`src/cit_pkg.sv`:
```
// Package for the three channel interval timer: per-channel state record,
// event and flag codes, and the counter decrement function. No dependencies.
`timescale 1ns / 1ps
package cit_pkg;

   localparam int NumChannelsDefault = 3;

   localparam logic [1:0] KIND_WRITE = 2'd0;
   localparam logic [1:0] KIND_READ  = 2'd1;
   localparam logic [1:0] KIND_GATE  = 2'd2;
   localparam logic [1:0] KIND_CLOCK = 2'd3;

   localparam logic [1:0] PORT_CTRL = 2'd3;

   localparam logic [1:0] RL_LATCH = 2'd0;
   localparam logic [1:0] RL_LSB   = 2'd1;
   localparam logic [1:0] RL_MSB   = 2'd2;
   localparam logic [1:0] RL_BOTH  = 2'd3;

   localparam int FL_CW_NEW   = 0;
   localparam int FL_LOAD_NEW = 1;
   localparam int FL_RUN      = 2;
   localparam int FL_TRIG     = 3;
   localparam int FL_GATE     = 4;
   localparam int FL_CLK      = 5;
   localparam int FL_OUT      = 6;

   typedef struct packed {
      logic [7:0]  cw;
      logic [15:0] load;
      logic [15:0] count;
      logic [15:0] latched;
      logic [1:0]  latch_left;
      logic [1:0]  load_left;
      logic        msb_next;
      logic [7:0]  flags;
   } chan_type;

   // One decrement step, with BCD digit fix-up for digits that became 0xF
   function automatic logic [15:0] step_down(input logic [15:0] c, input logic bcd);
      logic [15:0] v;
      v = c - 16'd1;
      if (bcd && v != 16'd0 && v[3:0] == 4'hF) begin
         v[3:0] = 4'h9;
         if (v[7:4] == 4'hF) begin
            v[7:4] = 4'h9;
            if (v[11:8] == 4'hF) begin
               v[11:8] = 4'h9;
               if (v[15:12] == 4'hF) v[15:12] = 4'h9;
            end
         end
      end
      return v;
   endfunction

   function automatic logic [2:0] mode_of(input logic [7:0] cw);
      logic [2:0] m;
      m = cw[3:1];
      if (m == 3'd6) m = 3'd2;
      if (m == 3'd7) m = 3'd3;
      return m;
   endfunction

endpackage

```
`src/three_channel_interval_timer.sv`:
```
// Top level of the three channel interval timer: per-channel state memory,
// event update logic and result register. Depends on cit_pkg.
`timescale 1ns / 1ps
// 8253-style timer with NUM_CHANNELS 16-bit down counters. Each request item
// is one bus write, bus read, gate change or clock change and yields one
// response item with the read byte and the out levels. One item per cycle
// sustained while responses are taken: the channel state sits in a memory
// read at acceptance, updated in the next stage and written back. An entry
// written back at the edge where the next item reads it is taken straight
// from the update logic. The response is registered from the update stage.
// The out levels are kept in flip-flops beside the memory so that all of them
// are reported together. No clearing pass: reset contents come from valid bits.
module three_channel_interval_timer #(
   parameter int NUM_CHANNELS = cit_pkg::NumChannelsDefault
) (
   input  logic       clock,
   input  logic       reset,
   input  logic       req_valid,
   output logic       req_ready,
   input  logic [1:0] req_kind,
   input  logic [1:0] req_port,
   input  logic [7:0] req_wdata,
   input  logic       req_level,
   output logic       rsp_valid,
   input  logic       rsp_ready,
   output logic [7:0] rsp_rdata,
   output logic [2:0] rsp_out_levels,
   output logic [2:0] rsp_out_changed
);

   localparam int ChW = (NUM_CHANNELS > 1) ? $clog2(NUM_CHANNELS) : 1;

   cit_pkg::chan_type mem [NUM_CHANNELS];
   cit_pkg::chan_type rd_ff;
   logic [NUM_CHANNELS-1:0] written_ff, written_in;
   logic [2:0] outs_ff, outs_in;

   // stage 1: event held while the entry is read
   logic       s1_valid_ff;
   logic [1:0] s1_kind_ff, s1_port_ff;
   logic [7:0] s1_wdata_ff;
   logic       s1_level_ff;
   logic       s1_present_ff;
   logic [ChW-1:0] s1_ch_ff;

   // response register
   logic       rsp_valid_ff;
   logic [7:0] rsp_rdata_ff;
   logic [2:0] rsp_levels_ff, rsp_changed_ff;

   logic advance;
   logic s1_free;
   logic [1:0] req_sel;
   logic req_present;
   logic [ChW-1:0] req_ch;

   cit_pkg::chan_type cur, nxt;
   logic [7:0] rdata_c;
   logic       wr_en;

   assign advance = s1_valid_ff && (!rsp_valid_ff || rsp_ready);
   assign s1_free = !s1_valid_ff || advance;
   assign req_ready = s1_free;

   // decode the channel that the item addresses
   always_comb begin
      req_sel = (req_kind == cit_pkg::KIND_WRITE && req_port == cit_pkg::PORT_CTRL)
                ? req_wdata[7:6] : req_port;
      req_present = (req_sel != 2'd3) && ({30'd0, req_sel} < NUM_CHANNELS);
      req_ch = req_sel[ChW-1:0];
   end

   function automatic cit_pkg::chan_type reset_entry(input logic [1:0] ch);
      cit_pkg::chan_type e;
      e.cw = {ch, 6'h32};
      e.load = 16'hFFFF;
      e.count = 16'hFFFF;
      e.latched = 16'd0;
      e.latch_left = 2'd0;
      e.load_left = 2'd0;
      e.msb_next = 1'b0;
      e.flags = 8'd0;
      return e;
   endfunction

   // read the entry of the accepted item, bypassing an entry written this edge
   always_ff @(posedge clock) begin
      if (req_valid && s1_free && req_present) begin
         if (advance && wr_en && s1_ch_ff == req_ch) rd_ff <= nxt;
         else rd_ff <= mem[req_ch];
      end
   end

   // pick the current entry: stored or reset value
   always_comb begin
      if (written_ff[s1_ch_ff]) cur = rd_ff;
      else cur = reset_entry(2'(s1_ch_ff));
   end

   // apply the event to the entry
   always_comb begin
      logic [2:0]  m;
      logic [1:0]  rl;
      logic        gate, old, run, trig, out, hi;
      logic [15:0] v, c;
      nxt = cur;
      rdata_c = 8'd0;
      wr_en = 1'b0;
      m = cit_pkg::mode_of(cur.cw);
      rl = cur.cw[5:4];
      gate = cur.flags[cit_pkg::FL_GATE];
      hi = 1'b0;
      v = 16'd0;
      c = cur.count;
      old = 1'b0;
      run = cur.flags[cit_pkg::FL_RUN];
      trig = cur.flags[cit_pkg::FL_TRIG];
      out = cur.flags[cit_pkg::FL_OUT];
      case (s1_kind_ff)
         cit_pkg::KIND_WRITE: begin
            if (s1_present_ff) begin
               wr_en = 1'b1;
               if (s1_port_ff == cit_pkg::PORT_CTRL) begin
                  if (s1_wdata_ff[5:4] == cit_pkg::RL_LATCH) begin
                     if (cur.latch_left == 2'd0) begin
                        nxt.latch_left = (rl == cit_pkg::RL_BOTH) ? 2'd2 : 2'd1;
                        nxt.latched = cur.count;
                     end
                  end else begin
                     nxt.cw = s1_wdata_ff;
                     nxt.load_left = (s1_wdata_ff[5:4] == cit_pkg::RL_BOTH) ? 2'd2 : 2'd1;
                     nxt.flags[cit_pkg::FL_LOAD_NEW] = 1'b0;
                     nxt.msb_next = 1'b0;
                     nxt.latch_left = 2'd0;
                     nxt.flags[cit_pkg::FL_RUN] = 1'b0;
                     nxt.flags[cit_pkg::FL_OUT] = (cit_pkg::mode_of(s1_wdata_ff) != 3'd0);
                     nxt.flags[cit_pkg::FL_CW_NEW] = 1'b1;
                  end
               end else begin
                  case (rl)
                     cit_pkg::RL_LSB: begin
                        nxt.load = {8'd0, s1_wdata_ff};
                        nxt.load_left = 2'd0;
                     end
                     cit_pkg::RL_MSB: begin
                        nxt.load = {s1_wdata_ff, 8'd0};
                        nxt.load_left = 2'd0;
                     end
                     cit_pkg::RL_BOTH: begin
                        if (cur.load_left == 2'd1) begin
                           nxt.load = cur.load | {s1_wdata_ff, 8'd0};
                           nxt.load_left = 2'd0;
                        end else begin
                           nxt.load = {8'd0, s1_wdata_ff};
                           nxt.load_left = 2'd1;
                           if (m == 3'd0) begin
                              nxt.flags[cit_pkg::FL_RUN] = 1'b0;
                              nxt.flags[cit_pkg::FL_OUT] = 1'b0;
                           end
                        end
                     end
                     default: ;
                  endcase
                  if (nxt.load_left == 2'd0) begin
                     nxt.flags[cit_pkg::FL_LOAD_NEW] = 1'b1;
                     nxt.flags[cit_pkg::FL_RUN] = gate;
                     case (m)
                        3'd0: begin
                           nxt.flags[cit_pkg::FL_OUT] = 1'b0;
                           nxt.flags[cit_pkg::FL_TRIG] = 1'b1;
                        end
                        3'd2, 3'd3: begin
                           nxt.flags[cit_pkg::FL_OUT] = 1'b1;
                           if (!gate) nxt.count = nxt.load;
                           else if (cur.flags[cit_pkg::FL_CW_NEW])
                              nxt.flags[cit_pkg::FL_TRIG] = 1'b1;
                        end
                        3'd4: begin
                           nxt.flags[cit_pkg::FL_OUT] = 1'b1;
                           nxt.flags[cit_pkg::FL_TRIG] = 1'b1;
                        end
                        default: nxt.flags[cit_pkg::FL_OUT] = 1'b1;
                     endcase
                     nxt.flags[cit_pkg::FL_CW_NEW] = 1'b0;
                  end
               end
            end
         end
         cit_pkg::KIND_READ: begin
            if (!s1_present_ff) rdata_c = 8'hFF;
            else begin
               wr_en = 1'b1;
               if (cur.latch_left != 2'd0) begin
                  v = cur.latched;
                  if (rl == cit_pkg::RL_BOTH) begin
                     hi = cur.latch_left != 2'd2;
                     nxt.latch_left = cur.latch_left - 2'd1;
                  end else begin
                     hi = rl == cit_pkg::RL_MSB;
                     nxt.latch_left = 2'd0;
                  end
               end else begin
                  v = cur.count;
                  if (rl == cit_pkg::RL_BOTH) begin
                     hi = cur.msb_next;
                     nxt.msb_next = !cur.msb_next;
                  end else hi = rl == cit_pkg::RL_MSB;
               end
               rdata_c = hi ? v[15:8] : v[7:0];
            end
         end
         cit_pkg::KIND_GATE: begin
            if (s1_present_ff) begin
               wr_en = 1'b1;
               old = gate;
               nxt.flags[cit_pkg::FL_RUN] = s1_level_ff;
               if (m == 3'd1 || m == 3'd5) begin
                  if (!old && s1_level_ff) nxt.flags[cit_pkg::FL_TRIG] = 1'b1;
               end else if (m == 3'd2 || m == 3'd3) begin
                  if (!s1_level_ff) nxt.flags[cit_pkg::FL_OUT] = 1'b1;
                  else if (!old) nxt.flags[cit_pkg::FL_TRIG] = 1'b1;
               end
               nxt.flags[cit_pkg::FL_GATE] = s1_level_ff;
            end
         end
         default: begin
            if (s1_present_ff) begin
               wr_en = 1'b1;
               nxt.flags[cit_pkg::FL_CLK] = s1_level_ff;
               // falling clock edge: advance the counter
               if (cur.flags[cit_pkg::FL_CLK] && !s1_level_ff) begin
                  case (m)
                     3'd0, 3'd4: begin
                        if (cur.flags[cit_pkg::FL_LOAD_NEW]) begin
                           nxt.count = cur.load;
                           nxt.flags[cit_pkg::FL_LOAD_NEW] = 1'b0;
                        end else if (run) begin
                           c = cit_pkg::step_down(cur.count, cur.cw[0]);
                           nxt.count = c;
                           if (c == 16'd0) nxt.flags[cit_pkg::FL_OUT] = (m == 3'd0);
                           else if (m == 3'd4 && (cur.cw[0] ? c == 16'h9999 : c == 16'hFFFF))
                              nxt.flags[cit_pkg::FL_OUT] = 1'b1;
                        end
                     end
                     3'd1, 3'd5: begin
                        if (trig) begin
                           nxt.flags[cit_pkg::FL_TRIG] = 1'b0;
                           nxt.count = cur.load;
                           nxt.flags[cit_pkg::FL_LOAD_NEW] = 1'b0;
                           nxt.flags[cit_pkg::FL_OUT] = (m != 3'd1);
                           if (m == 3'd1) nxt.flags[cit_pkg::FL_RUN] = 1'b1;
                        end else if (run) begin
                           c = cit_pkg::step_down(cur.count, cur.cw[0]);
                           nxt.count = c;
                           if (c == 16'd0) nxt.flags[cit_pkg::FL_OUT] = (m == 3'd1);
                           else if (m == 3'd5 && (cur.cw[0] ? c == 16'h9999 : c == 16'hFFFF))
                              nxt.flags[cit_pkg::FL_OUT] = 1'b1;
                        end
                     end
                     3'd2: begin
                        if (trig) begin
                           nxt.flags[cit_pkg::FL_TRIG] = 1'b0;
                           nxt.count = cur.load;
                           nxt.flags[cit_pkg::FL_LOAD_NEW] = 1'b0;
                        end else if (run) begin
                           c = cit_pkg::step_down(cur.count, cur.cw[0]);
                           nxt.count = c;
                           if (c == 16'd0) begin
                              nxt.count = cur.load;
                              nxt.flags[cit_pkg::FL_LOAD_NEW] = 1'b0;
                              nxt.flags[cit_pkg::FL_OUT] = 1'b1;
                           end else if (c == 16'd1) nxt.flags[cit_pkg::FL_OUT] = 1'b0;
                        end
                     end
                     default: begin
                        if (trig) begin
                           nxt.count = cur.load;
                           nxt.flags[cit_pkg::FL_LOAD_NEW] = 1'b0;
                           nxt.flags[cit_pkg::FL_TRIG] = 1'b0;
                        end else if (run) begin
                           // half-period steps: up to three decrements
                           if (out) begin
                              c = cit_pkg::step_down(c, cur.cw[0]);
                              if (c[0]) c = cit_pkg::step_down(c, cur.cw[0]);
                           end else begin
                              if (c[0]) c = cit_pkg::step_down(c, cur.cw[0]);
                              c = cit_pkg::step_down(c, cur.cw[0]);
                              c = cit_pkg::step_down(c, cur.cw[0]);
                           end
                           nxt.count = c;
                           if (c == 16'd0) begin
                              nxt.flags[cit_pkg::FL_LOAD_NEW] = 1'b0;
                              if (!((!out && cur.load == 16'd3) || (out && cur.load == 16'd1)))
                                 nxt.count = cur.load;
                              nxt.flags[cit_pkg::FL_OUT] = !out;
                           end
                        end
                     end
                  endcase
               end
            end
         end
      endcase
   end

   // gather the out levels after the event
   always_comb begin
      outs_in = outs_ff;
      written_in = written_ff;
      if (advance && wr_en) begin
         written_in[s1_ch_ff] = 1'b1;
         outs_in[s1_ch_ff] = nxt.flags[cit_pkg::FL_OUT];
      end
   end

   // write back the entry
   always_ff @(posedge clock) begin
      if (advance && wr_en) mem[s1_ch_ff] <= nxt;
   end

   // control registers
   always_ff @(posedge clock) begin
      if (reset) begin
         s1_valid_ff <= 1'b0;
         rsp_valid_ff <= 1'b0;
         written_ff <= '0;
         outs_ff <= 3'd0;
      end else begin
         if (s1_free) s1_valid_ff <= req_valid;
         if (advance) rsp_valid_ff <= 1'b1;
         else if (rsp_ready) rsp_valid_ff <= 1'b0;
         written_ff <= written_in;
         outs_ff <= outs_in;
      end
   end

   // item payload and response payload
   always_ff @(posedge clock) begin
      if (req_valid && s1_free) begin
         s1_kind_ff <= req_kind;
         s1_port_ff <= req_port;
         s1_wdata_ff <= req_wdata;
         s1_level_ff <= req_level;
         s1_present_ff <= req_present;
         s1_ch_ff <= req_ch;
      end
      if (advance) begin
         rsp_rdata_ff <= rdata_c;
         rsp_levels_ff <= outs_in;
         rsp_changed_ff <= outs_in ^ outs_ff;
      end
   end

   assign rsp_valid = rsp_valid_ff;
   assign rsp_rdata = rsp_rdata_ff;
   assign rsp_out_levels = rsp_levels_ff;
   assign rsp_out_changed = rsp_changed_ff;

   // a response waiting without being taken holds the pipeline stage
   a_stall_hold: assert property (@(posedge clock) disable iff (reset)
      rsp_valid && !rsp_ready && s1_valid_ff |=> s1_valid_ff)
      else $error("stage dropped an item under stall");
   // levels reported match the stored levels
   a_levels: assert property (@(posedge clock) disable iff (reset)
      advance |=> rsp_out_levels == outs_ff)
      else $error("reported levels differ from stored levels");
   // a read never changes any out level
   a_read_quiet: assert property (@(posedge clock) disable iff (reset)
      advance && s1_kind_ff == cit_pkg::KIND_READ |=> rsp_out_changed == 3'd0)
      else $error("read changed an out level");

endmodule

```
`config.mk`:
```
export PLATFORM = sky130hd
export DESIGN_NAME = three_channel_interval_timer
export DESIGN_NICKNAME = d
export VERILOG_FILES = /design/src/cit_pkg.sv /design/src/three_channel_interval_timer.sv
export SDC_FILE = /design/constraint.sdc
export NUM_CORES = 1
export LEC_CHECK = 0
export BUFFER_PORTS_ARGS = -buffer_cell sky130_fd_sc_hd__buf_2
export CAP_MARGIN = 20
export CORE_ASPECT_RATIO = 1.4
export CORE_MARGIN = 2
export CORE_UTILIZATION = 50
export CTS_CLUSTER_DIAMETER = 100
export CTS_CLUSTER_SIZE = 40
export DETAILED_ROUTE_END_ITERATION = 8
export PLACE_DENSITY = 0.66
export SLEW_MARGIN = 10
export SYNTH_ARGS = -nofsm -noshare
export SYNTH_HDL_FRONTEND = slang
export SYNTH_SLANG_ARGS = --single-unit
export TNS_END_PERCENT = 10
```
`constraint.sdc`:
```
create_clock -name clock -period 17.09 [get_ports clock]
set_input_delay 2.5635 -clock clock [delete_from_list [all_inputs] [get_ports clock]]
set_output_delay 2.5635 -clock clock [all_outputs]
set_load 0.03 [all_outputs]
```
# Word-level counts from Yosys, hierarchy flattened
# Memory sizes are Yosys's and may differ from the RTL's. A register that Yosys moved wholly into a read port is not among the register bits.
# Cells that the tools add are included.
totals:
  reg_bits: 38
  latch_bits: 0
  ram_bits: 207
  mem_bits_ro: 0
  input_bits: 17
  output_inout_bits: 16
  elab_cells: 336
  memories: 1
memory_table:
  columns: ["name", "words", "width", "read_ports", "rd_ports_with_merged_regs", "wr", "line_no", "rtl"]
  rows:
  - ["mem", 3, 69, 1, 1, 1, "three_channel_interval_timer.sv:33", "cit_pkg::chan_type mem [NUM_CHANNELS];"]
op_classes:
  add_sub_neg: 5
  mul: 0
  div_mod_pow: 0
  n_lt_le_gt_ge: 3
  eq_ne: 44
  shifts: 0
  mux: 211
  bitwise: 3
  reduce_logical: 56
ops:
  columns: ["cell", "count"]
  rows:
  - ["$mux 16", 69]
  - ["$pmux 16 s3", 2]
  - ["$mux 1", 69]
  - ["$mux 69", 1]
  - ["$eq 16x16->1 const B", 4]
  - ["$eq 4x4->1 const B", 16]
  - ["$logic_not 16->1", 4]
  - ["$mux 8", 8]
  - ["$reduce_bool 16->1", 4]
  - ["$sub 16x1->16 const B", 4]
  - ["$mux 61", 1]
  - ["$mux 3", 19]
  - ["$mux 12", 4]
  - ["$mux 18", 2]
  - ["$eq 16x1->1 const B", 2]
  - ["$mux 32", 1]
  - ["$pmux 16 s2", 1]
  - ["$mux 2", 14]
  - ["$mux 24", 1]
  - ["$mux 4", 6]
  - ["$logic_and 1x1->1", 21]
  - ["$eq 3x3->1 const B", 6]
  - ["$eq 16x2->1 const B", 1]
  - ["$or 16x16->16", 1]
  - ["other kinds (28)", 61]

# Longest topological paths before layout
logic_depth:
  depth_word: 54
  depth_mapped: 29
  ltp_nobuf: 18

# Least setup slack after synthesis
# OpenSTA, ideal clock, no wires.
synth_timing:
  path_kind: "input to register"
  start: "in rsp_ready"
  end: "reg rsp_levels_ff[0] (netlist: rsp_out_levels[0]), data pin"
  setup_time_ns: 0.131
  t_arrival_ns: 8.899
  slack_ns: 8.059
  stages: 6
  cell_sequence: "nor2b_1 -> nor2b_1 -> nand2_1 -> nor3_1 -> or3b_1 -> nand2_1"
synth_via:
  elab_chain_cells: 4
synth_lines:
  columns: ["element", "line_no", "rtl"]
  rows:
  - ["from (decl)", "three_channel_interval_timer.sv:25", "input logic rsp_ready,"]
  - ["$logic_or 1x1->1", "three_channel_interval_timer.sv:61", "assign advance = s1_valid_ff && (!rsp_valid_ff || rsp_ready);"]
  - ["$logic_and 1x1->1", "three_channel_interval_timer.sv:61", null]
  - ["via advance", "three_channel_interval_timer.sv:51", "logic advance;"]
  - ["$logic_and 1x1->1", "three_channel_interval_timer.sv:310", "if (advance && wr_en) begin"]
  - ["$mux 3", "three_channel_interval_timer.sv:310", null]
  - ["via outs_in[0]", "three_channel_interval_timer.sv:36", "logic [2:0] outs_ff, outs_in;"]
  - ["to (signal assigned)", "three_channel_interval_timer.sv:349", "rsp_levels_ff <= outs_in;"]
  - ["to (decl)", "three_channel_interval_timer.sv:49", "logic [2:0] rsp_levels_ff, rsp_changed_ff;"]
# The timed path passes the listed nets, and every way through them passes these cells.
# A chain may end at the register's enable or synchronous reset.

==> impl_metrics.toml <==
[final_layout]
final_cell_mix = "316 x nand2_1, 294 x edfxtp_1, 190 x a21oi_1"
diodes = 0
synthToLayoutAreaGrowth_pct = 5.05
seq_area_um2 = 8990
drive_gt1_share_pct = 7.99
nets = 1956
layout_commonest_cell = "nand2_1"
multi_input_area_um2 = 8660
fillers = 3291

[sta]
setup_viol_count_final = 0
layout_min_cycle_time_ns = 7.75
setup-tns-final_ns = 0
final_max_slew_viol_count = 0
rsz0062_at_grt = "false"
finalHoldViolCount = 0
tightestPinTransition_ns = 1.08
fmax_mhz = 129
finalClockSkew_ns = 0.0567
post-route-period-util_pct = 45.3
slew_headroom_pct = 27.9
setup_slack_ns = 9.34

[clock_tree]
clockBufferDepth = 3
post-cts-setup-buffers = 0
clk_pin_slew_ns = 0.14
clock-sinks = 302
h-tree-depth = 1
clk_latency_ns = 0.54
cts_tree = "yes"
cts_resized = 0
ctsHoldBuffers = 0
cts-root-buf = "clkbuf_16"
numCtsBuffers = 12

[power]
peakVddDrop_mv = 0.134
power_density_nw_per_um2 = 76.1
power_leakage_nw = 6.20

[route]
drc = 0
wl_per_cell_um = 28.2
wirelength_mm = 67.5
detail-route-antenna-nets = 0
vias = 16600
first_pass_iters = 8
drt_iter0_markers = 2014
detail_route.vias_per_cell = 6.94

[global_route]
track_usage_pct = 34.5
grt_pass1_wl_mm = 99.6
grt_max_degree = 81
antenna_found_initial = 0
gr-total-overflow = 0
grt_pass1_vias = 15500

[setup_path]
cpMaxStageDelayCell = "a2111oi_1"
slowest_delay_ns = 0.78
worstPathRequired_ns = 17.44
critPathKind = "reg -> reg"
cp-end-kind = "flip-flop"
worstPathBufferInverterCount = 2
path_delay_family = "simple AND/OR/NAND/NOR gates"
crit_path_start_kind = "flip-flop"
crit_fanout = 37
worstPathCellList = "mux2i_1 > o22a_2 > buf_4 > nor2_1 > buf_4 > ha_1 > or3b_4 > o21ai_0 > nand4_1 > or3_1 > a2111oi_1 > nand4_1 > nor4_1 > a21oi_1 > nor4_1 > o21ai_0 > a31oi_1 > a21o_1"
arrival_ns = 8.10

[synthesis]
synth-xor-area-share_pct = 1.48
synth-edff-count = 294
yosys.area_share.adder_pct = 0.819
synth_top_family_by_area = "compound AO/OA/AOI/OAI gates"
muxShareOfSynthArea_pct = 1.78
synth_area_um2 = 18300
syn_inst = 1994
synth_seq_area_share_pct = 49.0
syn_nets = 2023
synthFlopType = "edfxtp_1"
synth_area_per_cell_um2 = 9.19
yosys.cell_types.count = 94
yosysWarnings = 0
synth_seq_cells = 302
synthSimpleGateAreaFrac_pct = 19.7
synthArstFlopShare_pct = 0
synth_compound_area_share_pct = 23.1

[min_path]
hp-class = "reg -> reg"

[die]
rows = 83
fp.dieArea_um2 = 38200
core-area_um2 = 36500
initial_core_util_pct = 50.3
fp.dieH_um = 231
io_pins = 33
die_x_um = 166

[status]
status = "completed"

[place]
place_congestion = 1.00
dp_hpwl_mm = 47.1
port_buffers = 32
dp_slack_ns = 9.64

[run]
drv_cap = 0
-- worst min-delay path, cell delays in order, from the launching register on --
cell	delay (ns)
dfxtp_1	0.34
nand2b_1	0.09
a21oi_1	0.06
-- final timing paths --
kind,from,slack [ns],cells after the start,end
setup / recovery,s1_ch_ff[1],9.34,18,rd_ff[34]
hold / removal,outs_ff[0],0.53,2,outs_ff[0]
setup reg to reg,s1_ch_ff[1],9.34,18,rd_ff[34]
hold reg to reg,outs_ff[0],0.53,2,outs_ff[0]
-- stage by stage --
stage	power, mW	cell area, um2	util (%)	cells	hold slack (ns)
2_1_floorplan	1.02	18300	-	1994	0.471
3_3_place_gp	1.10	18900	51.7	2379	0.490
3_5_place_dp	1.10	18900	51.8	2380	0.516
4_1_cts	1.47	19300	52.8	2395	0.533
5_1_grt	1.51	19300	52.8	2395	0.549
6_report	1.46	19300	52.8	2395	0.530
-- layout make-up --
| type | instances | area share [%] |
|---|---|---|
| well taps | 467 | 3.03 |
| clock buffers | 13 | 1.69 |
| repair buffers | 83 | 2.82 |
| clock inverters | 2 | 0.312 |
| flip-flops and latches | 302 | 46.7 |
| inverters | 25 | 0.487 |
| multi-input cells | 1503 | 45.0 |
-- logic make-up after synthesis --
logic type | count (synthesis)
buffers and inverters | 189
AO/OA/AOI/OAI | 670
adder cells (fa/ha/maj) | 12
multiplexers | 31
flip-flops | 302
XOR/XNOR | 31
other | 1
AND/OR/NAND/NOR | 758
-- state kept, by name, indices dropped and copies added, names as in the netlist, 3 cells and up --
signal and flops:
mem 198, rd_ff 66, rsp_rdata 8, s1_wdata_ff 8, outs_ff 3, rsp_out_changed 3
rsp_out_levels 3, written_ff 3
-- layer usage --
metal / vias up / share of wire (%) / GRT usage [%]
li1: 7344 / - / -
met4: 0 / 7.5 / 22.6
met3: 236 / 7.0 / 3.48
met5: - / 0 / 0
met2: 948 / 48 / 57.9
met1: 8086 / 37 / 42.5
-- where the power goes --
| part | switching (mW) | total [mW] | leakage (nW) | internal [mW] |
|---|---|---|---|---|
| Combinational | 0.159 | 0.221 | 3.28 | 0.0620 |
| Sequential | 0.0290 | 0.872 | 2.73 | 0.843 |
| Clock | 0.226 | 0.372 | 0.183 | 0.145 |
| Total | 0.415 | 1.46 | 6.20 | 1.05 |
-- Yosys cell counts, types with 9 or more instances --
| cell type | number | area [um2] |
|---|---|---|
| nor2_1 | 154 | 578 |
| a22oi_1 | 16 | 120 |
| o21ai_0 | 178 | 891 |
| nand4_1 | 22 | 138 |
| nand2b_1 | 17 | 106 |
| a21o_1 | 25 | 188 |
| mux2i_1 | 18 | 180 |
| or3_1 | 19 | 119 |
| o211ai_1 | 16 | 120 |
| o22ai_1 | 40 | 250 |
| and3_1 | 16 | 100 |
| a221oi_1 | 9 | 78.8 |
| buf_2 | 12 | 60.1 |
| edfxtp_1 | 294 | 8830 |
| ha_1 | 12 | 150 |
| nor2b_1 | 11 | 68.8 |
| nand3_1 | 41 | 205 |
| a21boi_0 | 12 | 90.1 |
| or4_1 | 10 | 75.1 |
| nand2_1 | 316 | 1190 |
| mux2_2 | 12 | 135 |
| xor2_1 | 11 | 96.3 |
| clkbuf_1 | 138 | 518 |
| o31ai_1 | 25 | 188 |
| xnor2_1 | 20 | 175 |
| nor4_1 | 15 | 93.8 |
| nor3_1 | 60 | 300 |
| and2_1 | 26 | 163 |
| a31oi_1 | 24 | 150 |
| a21oi_1 | 190 | 951 |
| inv_1 | 23 | 86.3 |
| buf_1 | 12 | 45.0 |
| a211oi_1 | 15 | 113 |
| a311oi_1 | 14 | 123 |
(Power assumes the default switching activity.)
